## src/clr_pkg.sv

```systemverilog
// Shared types and constants for the clipped line rasterizer.
// No dependencies; every other file in src imports this package.
package clr_pkg;

  localparam int PORT_COORD_W = 16;
  localparam int CHAN_W       = 8;
  localparam int CFG_IDX_W    = 3;
  localparam int CFG_DATA_W   = 16;
  localparam int IN_DATA_W    = 4 * PORT_COORD_W;
  localparam int OUT_DATA_W   = 2 * PORT_COORD_W + 3 * CHAN_W;

  typedef enum logic [CFG_IDX_W-1:0] {
    REG_SCREEN_WIDTH  = 3'd0,
    REG_SCREEN_HEIGHT = 3'd1,
    REG_COLOR_RED     = 3'd2,
    REG_COLOR_GREEN   = 3'd3,
    REG_COLOR_BLUE    = 3'd4,
    REG_INVERT_COLORS = 3'd5
  } cfg_reg_e;

  typedef enum logic {
    OP_LOAD = 1'b0,
    OP_STEP = 1'b1
  } opcode_e;

  typedef struct packed {
    logic [PORT_COORD_W-1:0] screen_width;
    logic [PORT_COORD_W-1:0] screen_height;
    logic [CHAN_W-1:0]       color_red;
    logic [CHAN_W-1:0]       color_green;
    logic [CHAN_W-1:0]       color_blue;
    logic                    invert_colors;
  } cfg_t;

  typedef struct packed {
    logic [PORT_COORD_W-1:0] pixel_x;
    logic [PORT_COORD_W-1:0] pixel_y;
    logic [CHAN_W-1:0]       pixel_red;
    logic [CHAN_W-1:0]       pixel_green;
    logic [CHAN_W-1:0]       pixel_blue;
    logic                    visible;
    logic                    last_pixel;
  } pixel_t;

endpackage

```

## src/clr_cfg_regs.sv

```systemverilog
// Configuration register file: screen size, drawing color, invert mode.
// Depends on clr_pkg.
module clr_cfg_regs (
  input  logic                          clk,
  input  logic                          rst_n,
  input  logic                          wr_en,
  input  logic [clr_pkg::CFG_IDX_W-1:0] wr_index,
  input  logic [clr_pkg::CFG_DATA_W-1:0] wr_data,
  output clr_pkg::cfg_t                 cfg
);
  import clr_pkg::*;

  cfg_t cfg_r;

  always_ff @(posedge clk) begin
    if (!rst_n) begin
      cfg_r.screen_width  <= 16'd640;
      cfg_r.screen_height <= 16'd480;
      cfg_r.color_red     <= '0;
      cfg_r.color_green   <= '0;
      cfg_r.color_blue    <= '0;
      cfg_r.invert_colors <= 1'b0;
    end else if (wr_en) begin
      unique case (wr_index)
        REG_SCREEN_WIDTH:  cfg_r.screen_width  <= wr_data;
        REG_SCREEN_HEIGHT: cfg_r.screen_height <= wr_data;
        REG_COLOR_RED:     cfg_r.color_red     <= wr_data[CHAN_W-1:0];
        REG_COLOR_GREEN:   cfg_r.color_green   <= wr_data[CHAN_W-1:0];
        REG_COLOR_BLUE:    cfg_r.color_blue    <= wr_data[CHAN_W-1:0];
        REG_INVERT_COLORS: cfg_r.invert_colors <= wr_data[0];
        default: ;
      endcase
    end
  end

  assign cfg = cfg_r;

endmodule

```

## src/clr_line_engine.sv

```systemverilog
// Line state and per-transaction datapath: endpoint setup on load,
// one pixel plus remainder-accumulator advance on step. Depends on clr_pkg.
module clr_line_engine #(
  parameter int COORD_BITS = 16
) (
  input  logic                             clk,
  input  logic                             rst_n,
  input  logic                             in_fire,
  input  logic                             opcode,
  input  logic [clr_pkg::PORT_COORD_W-1:0] start_x,
  input  logic [clr_pkg::PORT_COORD_W-1:0] start_y,
  input  logic [clr_pkg::PORT_COORD_W-1:0] end_x,
  input  logic [clr_pkg::PORT_COORD_W-1:0] end_y,
  input  clr_pkg::cfg_t                    cfg,
  output logic                             res_valid,
  output clr_pkg::pixel_t                  res
);
  import clr_pkg::*;

  localparam int C = COORD_BITS;

  logic         line_active_r, line_active_nxt;
  logic         major_is_y_r, major_is_y_nxt;
  logic         minor_dec_r, minor_dec_nxt;
  logic [C-1:0] major_pos_r, major_pos_nxt;
  logic [C-1:0] major_end_r, major_end_nxt;
  logic [C-1:0] minor_pos_r, minor_pos_nxt;
  logic [C-1:0] major_span_r, major_span_nxt;
  logic [C-1:0] minor_span_r, minor_span_nxt;
  logic [C:0]   acc_r, acc_nxt;

  // load setup
  logic [C-1:0] x0, y0, x1, y1, adx, ady;
  logic [C-1:0] ma0, ma1, mi0, mi1, s_ma0, s_ma1, s_mi0, s_mi1;
  logic         load_major_y, swap;

  // step datapath
  logic [C-1:0] px, py;
  logic         last;
  logic [C:0]   sum_inc;
  logic [PORT_COORD_W-1:0] px_w, py_w;

  always_comb begin
    x0 = start_x[C-1:0];
    y0 = start_y[C-1:0];
    x1 = end_x[C-1:0];
    y1 = end_y[C-1:0];
    adx = (x0 >= x1) ? x0 - x1 : x1 - x0;
    ady = (y0 >= y1) ? y0 - y1 : y1 - y0;
    load_major_y = !((adx != '0) && (ady <= adx));
    ma0 = load_major_y ? y0 : x0;
    ma1 = load_major_y ? y1 : x1;
    mi0 = load_major_y ? x0 : y0;
    mi1 = load_major_y ? x1 : y1;
    swap  = ma1 < ma0;
    s_ma0 = swap ? ma1 : ma0;
    s_ma1 = swap ? ma0 : ma1;
    s_mi0 = swap ? mi1 : mi0;
    s_mi1 = swap ? mi0 : mi1;
  end

  always_comb begin
    px   = major_is_y_r ? minor_pos_r : major_pos_r;
    py   = major_is_y_r ? major_pos_r : minor_pos_r;
    last = major_pos_r == major_end_r;
    px_w = PORT_COORD_W'(px);
    py_w = PORT_COORD_W'(py);
    sum_inc = acc_r + {1'b0, minor_span_r};

    res.pixel_x     = px_w;
    res.pixel_y     = py_w;
    res.pixel_red   = cfg.invert_colors ? ~cfg.color_red   : cfg.color_red;
    res.pixel_green = cfg.invert_colors ? ~cfg.color_green : cfg.color_green;
    res.pixel_blue  = cfg.invert_colors ? ~cfg.color_blue  : cfg.color_blue;
    res.visible     = (px_w < cfg.screen_width) && (py_w < cfg.screen_height);
    res.last_pixel  = last;
    res_valid       = in_fire && (opcode == OP_STEP) && line_active_r;
  end

  always_comb begin
    line_active_nxt = line_active_r;
    major_is_y_nxt  = major_is_y_r;
    minor_dec_nxt   = minor_dec_r;
    major_pos_nxt   = major_pos_r;
    major_end_nxt   = major_end_r;
    minor_pos_nxt   = minor_pos_r;
    major_span_nxt  = major_span_r;
    minor_span_nxt  = minor_span_r;
    acc_nxt         = acc_r;
    if (in_fire && (opcode == OP_LOAD)) begin
      line_active_nxt = 1'b1;
      major_is_y_nxt  = load_major_y;
      major_pos_nxt   = s_ma0;
      major_end_nxt   = s_ma1;
      minor_pos_nxt   = s_mi0;
      major_span_nxt  = s_ma1 - s_ma0;
      minor_span_nxt  = (s_mi0 >= s_mi1) ? s_mi0 - s_mi1 : s_mi1 - s_mi0;
      minor_dec_nxt   = s_mi1 < s_mi0;
      acc_nxt         = '0;
    end else if (res_valid) begin
      if (last) begin
        line_active_nxt = 1'b0;
      end else begin
        major_pos_nxt = major_pos_r + 1'b1;
        if (!minor_dec_r) begin
          if (sum_inc >= {1'b0, major_span_r}) begin
            acc_nxt       = sum_inc - {1'b0, major_span_r};
            minor_pos_nxt = minor_pos_r + 1'b1;
          end else begin
            acc_nxt = sum_inc;
          end
        end else begin
          // accumulator stays below the major span, so the add cannot overflow C+1 bits
          if (acc_r >= {1'b0, minor_span_r}) begin
            acc_nxt = acc_r - {1'b0, minor_span_r};
          end else begin
            acc_nxt       = acc_r + {1'b0, major_span_r} - {1'b0, minor_span_r};
            minor_pos_nxt = minor_pos_r - 1'b1;
          end
        end
      end
    end
  end

  always_ff @(posedge clk) begin
    if (!rst_n) begin
      line_active_r <= 1'b0;
    end else begin
      line_active_r <= line_active_nxt;
    end
    major_is_y_r <= major_is_y_nxt;
    minor_dec_r  <= minor_dec_nxt;
    major_pos_r  <= major_pos_nxt;
    major_end_r  <= major_end_nxt;
    minor_pos_r  <= minor_pos_nxt;
    major_span_r <= major_span_nxt;
    minor_span_r <= minor_span_nxt;
    acc_r        <= acc_nxt;
  end

endmodule

```

## src/clipped_line_rasterizer.sv

```systemverilog
// Clipped line rasterizer: a load transaction (tuser 0) latches two endpoints,
// then each step transaction (tuser 1) emits one pixel of the line, one per clock,
// with the minor coordinate tracked by an exact integer remainder accumulator.
// The output register takes a new result each clock while the consumer keeps
// out_tready high, and a load never produces output.
// Steps after the last pixel, or before any load, produce nothing. Pixels at or past
// the screen size are sent with visible (out_tuser) low. Depends on clr_pkg,
// clr_cfg_regs and clr_line_engine.
module clipped_line_rasterizer #(
  parameter int COORD_BITS = 16
) (
  input  logic                            clk,
  input  logic                            rst_n,
  // input stream
  input  logic                            in_tvalid,
  output logic                            in_tready,
  input  logic [clr_pkg::IN_DATA_W-1:0]   in_tdata,  // start_x, start_y, end_x, end_y
  input  logic                            in_tuser,  // opcode
  // result stream
  output logic                            out_tvalid,
  input  logic                            out_tready,
  output logic [clr_pkg::OUT_DATA_W-1:0]  out_tdata, // x, y, red, green, blue
  output logic                            out_tuser, // visible
  output logic                            out_tlast, // last_pixel
  // configuration writes
  input  logic                            cfg_valid,
  output logic                            cfg_ready,
  input  logic [clr_pkg::CFG_IDX_W-1:0]   cfg_index,
  input  logic [clr_pkg::CFG_DATA_W-1:0]  cfg_data
);
  import clr_pkg::*;

  cfg_t   cfg;
  pixel_t res;
  pixel_t out_r;
  logic   res_valid;
  logic   out_valid_r;
  logic   in_fire;

  assign cfg_ready = 1'b1;
  assign in_tready = !out_valid_r || out_tready;
  assign in_fire   = in_tvalid && in_tready;

  clr_cfg_regs u_cfg (
    .clk      (clk),
    .rst_n    (rst_n),
    .wr_en    (cfg_valid && cfg_ready),
    .wr_index (cfg_index),
    .wr_data  (cfg_data),
    .cfg      (cfg)
  );

  clr_line_engine #(
    .COORD_BITS (COORD_BITS)
  ) u_engine (
    .clk       (clk),
    .rst_n     (rst_n),
    .in_fire   (in_fire),
    .opcode    (in_tuser),
    .start_x   (in_tdata[15:0]),
    .start_y   (in_tdata[31:16]),
    .end_x     (in_tdata[47:32]),
    .end_y     (in_tdata[63:48]),
    .cfg       (cfg),
    .res_valid (res_valid),
    .res       (res)
  );

  always_ff @(posedge clk) begin
    if (!rst_n) begin
      out_valid_r <= 1'b0;
    end else if (in_fire) begin
      out_valid_r <= res_valid;
    end else if (out_tready) begin
      out_valid_r <= 1'b0;
    end
    if (in_fire && res_valid) begin
      out_r <= res;
    end
  end

  assign out_tvalid = out_valid_r;
  assign out_tdata  = {out_r.pixel_blue, out_r.pixel_green, out_r.pixel_red,
                       out_r.pixel_y, out_r.pixel_x};
  assign out_tuser  = out_r.visible;
  assign out_tlast  = out_r.last_pixel;

endmodule

```

## config.mk

```make
export PLATFORM = sky130hd
export DESIGN_NAME = clipped_line_rasterizer
export DESIGN_NICKNAME = d
export VERILOG_FILES = /design/src/clr_pkg.sv /design/src/clr_cfg_regs.sv /design/src/clr_line_engine.sv /design/src/clipped_line_rasterizer.sv
export SDC_FILE = /design/constraint.sdc
export NUM_CORES = 1
export LEC_CHECK = 0
export BUFFER_PORTS_ARGS = -buffer_cell sky130_fd_sc_hd__buf_2
export CORE_MARGIN = 10
export CORE_UTILIZATION = 35
export DETAILED_ROUTE_END_ITERATION = 6
export PLACE_DENSITY_LB_ADDON = 0.25
export SLEW_MARGIN = 30
export SYNTH_ARGS = -nofsm -noshare
export SYNTH_HDL_FRONTEND = slang
export SYNTH_SLANG_ARGS = --single-unit
```

## constraint.sdc

```tcl
create_clock -name clk -period 28.4 [get_ports clk]
set_clock_uncertainty 0.05 [all_clocks]
set_input_delay 5.68 -clock clk [delete_from_list [all_inputs] [get_ports clk]]
set_output_delay 5.68 -clock clk [all_outputs]
set_load 0.05 [all_outputs]
```

==> impl_metrics.env, run 1 <==
export IMPL_ant_nets=0
export IMPL_diodes=0
export IMPL_dieArea_um2=74200
export IMPL_fin_nets=3129
export IMPL_ctsHoldBuffers=0
export IMPL_grt_pass1_vias=20100
export IMPL_stdcell_area_um2=24600
export IMPL_synth_fp_nets=3059
export IMPL_synthCells=2711
export IMPL_crit_fanout=105
export IMPL_io_buffer_count=148
export IMPL_overflow=0
export IMPL_start_kind="primary input"
export IMPL_synth_simple_gate_area_frac=0.153
export IMPL_dp_cells=3599
export IMPL_grt_max_degree=106
export IMPL_worstMarginPinSlew_ns=0.991
export IMPL_synth_xor_area_share=0.0588
export IMPL_crit_buf_inv=11
export IMPL_placed_area_um2=23700
export IMPL_status="finished, final reports clean"
export IMPL_post_dp_hpwl_mm=60.2
export IMPL_dr_wl_met3_mm=3.45
export IMPL_die_h_um=272
export IMPL_via_count=20100
export IMPL_avgRoutedWirePerCell_um=20.4
export IMPL_synth_area_um2=22300
export IMPL_grt_pass1_wl_mm=116
export IMPL_period_share=0.611
export IMPL_clkTransAtPathRegs_ns=0.05
export IMPL_max_stage_delay_ns=0.79
export IMPL_setup_violations=0
export IMPL_rsz0062_at_grt="false"
export IMPL_arrival_ns=17.58
export IMPL_finalSetupTns_ns=0
export IMPL_viasPerCell=5.51
export IMPL_ys_warn_count=0
export IMPL_cts_sinks=216
export IMPL_syn_mean_instance_area_um2=8.23
export IMPL_critPathSlowestCell="a21oi_1"
export IMPL_io_pin_count=150
export IMPL_final_max_slew_violation_count=0
export IMPL_clock_path_buffers=3
export IMPL_synth_top_family_by_area="compound AO/OA/AOI/OAI gates"
export IMPL_cts_root_buf="clkbuf_16"
export IMPL_post_cts_setup_buffers=0
export IMPL_endpoint_kind="register"
export IMPL_drtPass1Iterations=7
export IMPL_post_route_util=0.390
export IMPL_relSlewSlack=0.339
export IMPL_crit_type="in -> reg"
export IMPL_cp_common_cell="a21o_1"
export IMPL_gp_congestion=0.974
export IMPL_hold_viol_final=0
export IMPL_min_period_ns=17.34
export IMPL_synth_edf_count=140
export IMPL_holdCritPathClass="reg -> reg"
export IMPL_synth_compound_area_frac=0.246
export IMPL_drv_cap=0
export IMPL_wl_met2_mm=34.5
export IMPL_row_count=92
export IMPL_topRoutingLayerUsed="met4"
export IMPL_core_area_um2=63100
export IMPL_ys_async_sr_fraction=0
export IMPL_die_x_um=272
export IMPL_drive_gt1_frac=0.109
export IMPL_met1_length_mm=32.5
export IMPL_initial_core_util=0.354
export IMPL_synthToLayoutAreaGrowth_pct=10.2
export IMPL_cts_tree="built"
export IMPL_crit_required_ns=28.64
export IMPL_synth_adder_area_share=0.154
export IMPL_fmax_ghz=0.0577
export IMPL_ys_ff_latch=216
export IMPL_yosysUniqueCellTypes=106
export IMPL_clock_latency_ns=0.55
export IMPL_antenna_found_initial=0
export IMPL_cts_htree_levels=1
export IMPL_grt_usage=0.194
export IMPL_detail_route_wirelength_mm=74.3
export IMPL_synth_seq_area_share=0.257
export IMPL_synth_ff_type="edfxtp_1"
export IMPL_fin_cells=3647
export IMPL_synth_mux_area_frac=0.0548
export IMPL_critical_path_top_delay_family="compound AO/OA/AOI/OAI gates"
export IMPL_cts_resized=0
export IMPL_drtIter0Drc=1501
export IMPL_drc=0
export IMPL_cts_made_buffers=26
-- cells in the final DEF (no fill, tap or decap), types with 8 or more instances in the layout --
cell and n:
a21boi_0 77, a31oi_1 17, o22ai_1 8, buf_2 148, o21a_1 31, o31ai_1 21
nand4_1 32, xor2_1 67, mux2i_1 78, nand2b_1 24, a21oi_1 207, a22oi_1 15
nor3_1 33, and2_1 15, ha_1 233, o21bai_1 15, or3_1 18, nor2_1 171
clkbuf_16 27, buf_4 19, or2_2 13, a211oi_1 29, o2111ai_1 9, mux2_2 38
o211ai_1 43, xnor2_1 81, and3_1 29, a211o_1 13, nand2_1 263, o21ai_0 156
inv_1 305, clkbuf_1 10, a21o_1 77, edfxtp_1 140, nand3_1 49, dfxtp_1 76
nor2b_1 27, fa_1 26
-- area by class of cell --
type,count,area [um2]
multi-input cells,2062,14900
clock inverters,7,60.1
inverters,307,1150
well taps,846,1060
flip-flops and latches,216,5730
clock buffers,41,768
fillers,6603,38500
repair buffers,168,895
-- worst register-to-register path, cell delays in order (launching register included) --
cell       delay, ns
edfxtp_1        0.43
inv_1           0.07
ha_1            0.37
nand2b_1        0.19
a21oi_1         0.20
o21bai_1        0.09
a21oi_1         0.18
o21ai_0         0.11
a21oi_1         0.23
o21bai_1        0.09
a21oi_1         0.30
o2111ai_1       0.25
nand2_1         0.13
xor2_1          0.21
inv_1           0.07
ha_1            0.38
nand4_1         0.19
nor4_1          0.44
nor2_1          0.11
nand2_1         0.10
nor2_1          0.06
o21ai_0         0.14
a21o_1          0.62
-- path summary, 6_finish.rpt --
check | depth (start not counted) | slack (ns) | start | to
max | 52 | 11.06 | in_tdata[16] | u_engine.minor_span_r[15]
min | 2 | 0.42 | u_cfg.cfg[46] | u_cfg.cfg[46]
max reg2reg | 22 | 22.99 | u_engine.minor_span_r[2] | u_engine.minor_pos_r[12]
min reg2reg | 2 | 0.42 | u_cfg.cfg[46] | u_cfg.cfg[46]
-- cell families (layout without fill, tap and decap cells) --
group | Yosys count | in the layout
compound gates | 817 | 817
simple gates | 719 | 719
buf+inv | 433 | 523
fa+ha+maj | 259 | 259
flops | 216 | 216
xor+xnor | 149 | 149
mux | 117 | 117
other cells | 1 | 1
-- routing by layer --
| layer | track usage | up-vias |
|---|---|---|
| met5 | 0 | - |
| met4 | 0.0965 | 0 |
| met3 | 0.0204 | 145 |
| met2 | 0.324 | 662 |
| met1 | 0.245 | 9536 |
| li1 | - | 9753 |
-- stage by stage --
stage,hold slack (ns),setup WS [ns]
after detailed placement,0.411,10.31
after global placement,0.405,10.47
after floorplan,0.393,11.50
after CTS,0.419,10.88
after global routing,0.441,10.16
final,0.416,11.06
-- sequential cells by signal, indices dropped and copies added, names as in the netlist, 16 cells and up --
name and flops:
u_engine.minor_span_r 16, u_engine.major_pos_r 16, u_engine.minor_pos_r 16, u_cfg.cfg 57
u_engine.major_span_r 16, u_engine.acc_r 17, u_engine.major_end_r 16, out_tdata 56
-- synth_stat cells, types with 6 or more instances --
library cell	count	area (um2)
o31ai_1	21	158
o2111ai_1	9	78.8
buf_2	18	90.1
buf_1	12	45.0
a21boi_0	77	578
and2_1	15	93.8
o22ai_1	8	50.1
a211oi_1	29	218
nand3_1	49	245
nand2_1	263	987
nor2b_1	27	169
mux2_2	38	428
o211ai_1	43	323
nor2_1	174	653
a21o_1	77	578
or2_2	14	87.6
nand4_1	32	200
a211o_1	13	114
nand2b_1	24	150
a31oi_1	17	106
inv_1	306	1150
or3_1	18	113
xor2_1	67	587
a221oi_1	7	61.3
nor3_1	35	175
a2111oi_0	7	61.3
a21oi_1	208	1040
o21bai_1	15	113
ha_1	233	2920
fa_1	26	521
edfxtp_1	140	4200
o21ai_0	156	781
and4_1	6	52.6
and3_1	29	181
a311oi_1	7	61.3
xnor2_1	81	709
a22oi_1	15	113
dfxtp_1	76	1520
o21a_1	31	233
clkbuf_1	86	323
mux2i_1	78	781
Power of run 1 is not shown: default switching activity piles up to over one toggle a cycle in this logic, so the estimate is an artifact.
==> run 2, diff against run 1 <==
==> constraint.sdc (replaced) <==
create_clock -name clk -period 14.05 [get_ports clk]
set_clock_uncertainty 0.05 [all_clocks]
set_input_delay 2.81 -clock clk [delete_from_list [all_inputs] [get_ports clk]]
set_output_delay 2.81 -clock clk [all_outputs]
set_load 0.05 [all_outputs]
==> run 2 against run 1 <==
Compared with the run above:
- critical path depth decreased by 1
- via count shrank 0.25%
- die area stayed put
- non-clock buffer count is 34 higher
- register-to-register slack got worse by 15 ns
- final cell count up 0.93%
- global-route usage shrank 0.26 points
- count of clock-buffer cells in the layout is 1 lower
==> impl_metrics.env, run 2 (same netlist as run 1, synthesis figures left out) <==
export IMPL_rsz0062_at_grt="false"
export IMPL_viasPerCell=5.45
export IMPL_use_met2=0.332
export IMPL_crit_type="in -> reg"
export IMPL_worst_hold_path_num_cells=2
export IMPL_drive_gt1_frac=0.121
export IMPL_period_share=0.935
export IMPL_drv_cap=0
export IMPL_path_depth=51
export IMPL_critPathSlowestCell="a2111oi_0"
export IMPL_crit_required_ns=14.28
export IMPL_grt_max_degree=85
export IMPL_initial_core_util=0.354
export IMPL_worstMarginPinSlew_ns=0.853
export IMPL_core_area_um2=63100
export IMPL_status="finished, final reports clean"
export IMPL_drtPass1Iterations=5
export IMPL_max_stage_delay_ns=0.48
export IMPL_ant_nets=0
export IMPL_top_usage_layer="met2"
export IMPL_cts_resized=0
export IMPL_gp_congestion=0.968
export IMPL_die_x_um=272
export IMPL_die_h_um=272
export IMPL_detail_route_wirelength_mm=73.8
export IMPL_io_buffer_count=148
export IMPL_fin_nets=3163
export IMPL_endpoint_kind="register"
export IMPL_mostFrequentLayoutCells="inv_1, nand2_1, ha_1"
export IMPL_ctsHoldBuffers=0
export IMPL_row_count=92
export IMPL_clock_path_buffers=3
export IMPL_synthToLayoutAreaGrowth_pct=11.7
export IMPL_cts_made_buffers=26
export IMPL_grt_pass1_wl_mm=114
export IMPL_use_met1=0.239
export IMPL_grt_pass1_vias=20100
export IMPL_critical_path_top_delay_family="compound AO/OA/AOI/OAI gates"
export IMPL_cp_common_cell="a21o_1"
export IMPL_dieArea_um2=74200
export IMPL_io_pin_count=150
export IMPL_final_max_slew_violation_count=0
export IMPL_cts_htree_levels=1
export IMPL_crit_fanout=84
export IMPL_relSlewSlack=0.431
export IMPL_holdCritPathClass="reg -> reg"
export IMPL_cts_root_buf="clkbuf_16"
export IMPL_arrival_ns=13.37
export IMPL_largest_reg_flops=57
export IMPL_multi_input_comb_area_um2=14900
export IMPL_grt_usage=0.191
export IMPL_antenna_found_initial=0
export IMPL_clock_latency_ns=0.55
export IMPL_fmax_ghz=0.0761
export IMPL_drc=0
export IMPL_cts_tree="built"
export IMPL_grt_use_met3=0.0200
export IMPL_crit_buf_inv=11
export IMPL_regArea_um2=5730
export IMPL_r2r_cells=23
export IMPL_hold_viol_final=0
export IMPL_overflow=0
export IMPL_cts_sinks=216
export IMPL_drtIter0Drc=1535
export IMPL_post_cts_setup_buffers=0
export IMPL_final_common_cell="inv_1"
export IMPL_start_kind="primary input"
export IMPL_fillers=6532
export IMPL_diodes=0
export IMPL_avgRoutedWirePerCell_um=20.1
export IMPL_via_count=20000
export IMPL_post_dp_hpwl_mm=60.2
export IMPL_clkTransAtPathRegs_ns=0.06
export IMPL_finalSetupTns_ns=0
export IMPL_min_period_ns=13.14
export IMPL_setup_violations=0
run 2: changes by cell type in the layout (fill, tap and decap cells not counted), sizes merged:
cell and delta:
buf +34, clkbuf -1, inv +1
run 2: area by class of cell:
type                            count  area share
Clock inverter                      8     0.00226
Timing Repair Buffer              202      0.0488
Multi-Input combinational cell   2062       0.598
Sequential cell                   216       0.230
Tap cell                          846      0.0425
Clock buffer                       40      0.0319
Inverter                          307      0.0463
run 2: path summary, 6_finish.rpt:
check	start	end	slack, ns
setup / recovery	in_tdata[16]	u_engine.minor_span_r[14]	0.91
hold / removal	u_cfg.cfg[53]	u_cfg.cfg[53]	0.41
setup reg to reg	u_engine.minor_span_r[2]	u_engine.minor_pos_r[12]	8.25
hold reg to reg	u_cfg.cfg[53]	u_cfg.cfg[53]	0.41
run 2: per-stage QoR:
step / instance area (um2) / util / hold WS (ns) / setup slack [ns] / cells
floorplan: 22300 / - / 0.393 / 0.0178 / 2711
global placement: 24000 / 0.381 / 0.405 / 0.625 / 3632
detailed placement: 24000 / 0.381 / 0.415 / 0.456 / 3632
CTS: 24900 / 0.395 / 0.422 / 1.04 / 3680
global route: 24900 / 0.395 / 0.435 / 0.203 / 3681
finish: 24900 / 0.395 / 0.415 / 0.911 / 3681
run 2: layer usage:
| metal | routed length, um | vias up |
|---|---|---|
| met5 | 0 | - |
| met4 | 2890 | 0 |
| met3 | 3020 | 130 |
| met2 | 35400 | 552 |
| met1 | 32500 | 9529 |
| li1 | - | 9835 |
run 2: worst min-delay path: stages, from the launching register on:
cell	delay, ns
dfxtp_1	0.31
nand2_1	0.05
a21boi_0	0.06
Power of run 2 is left out for the same reason.
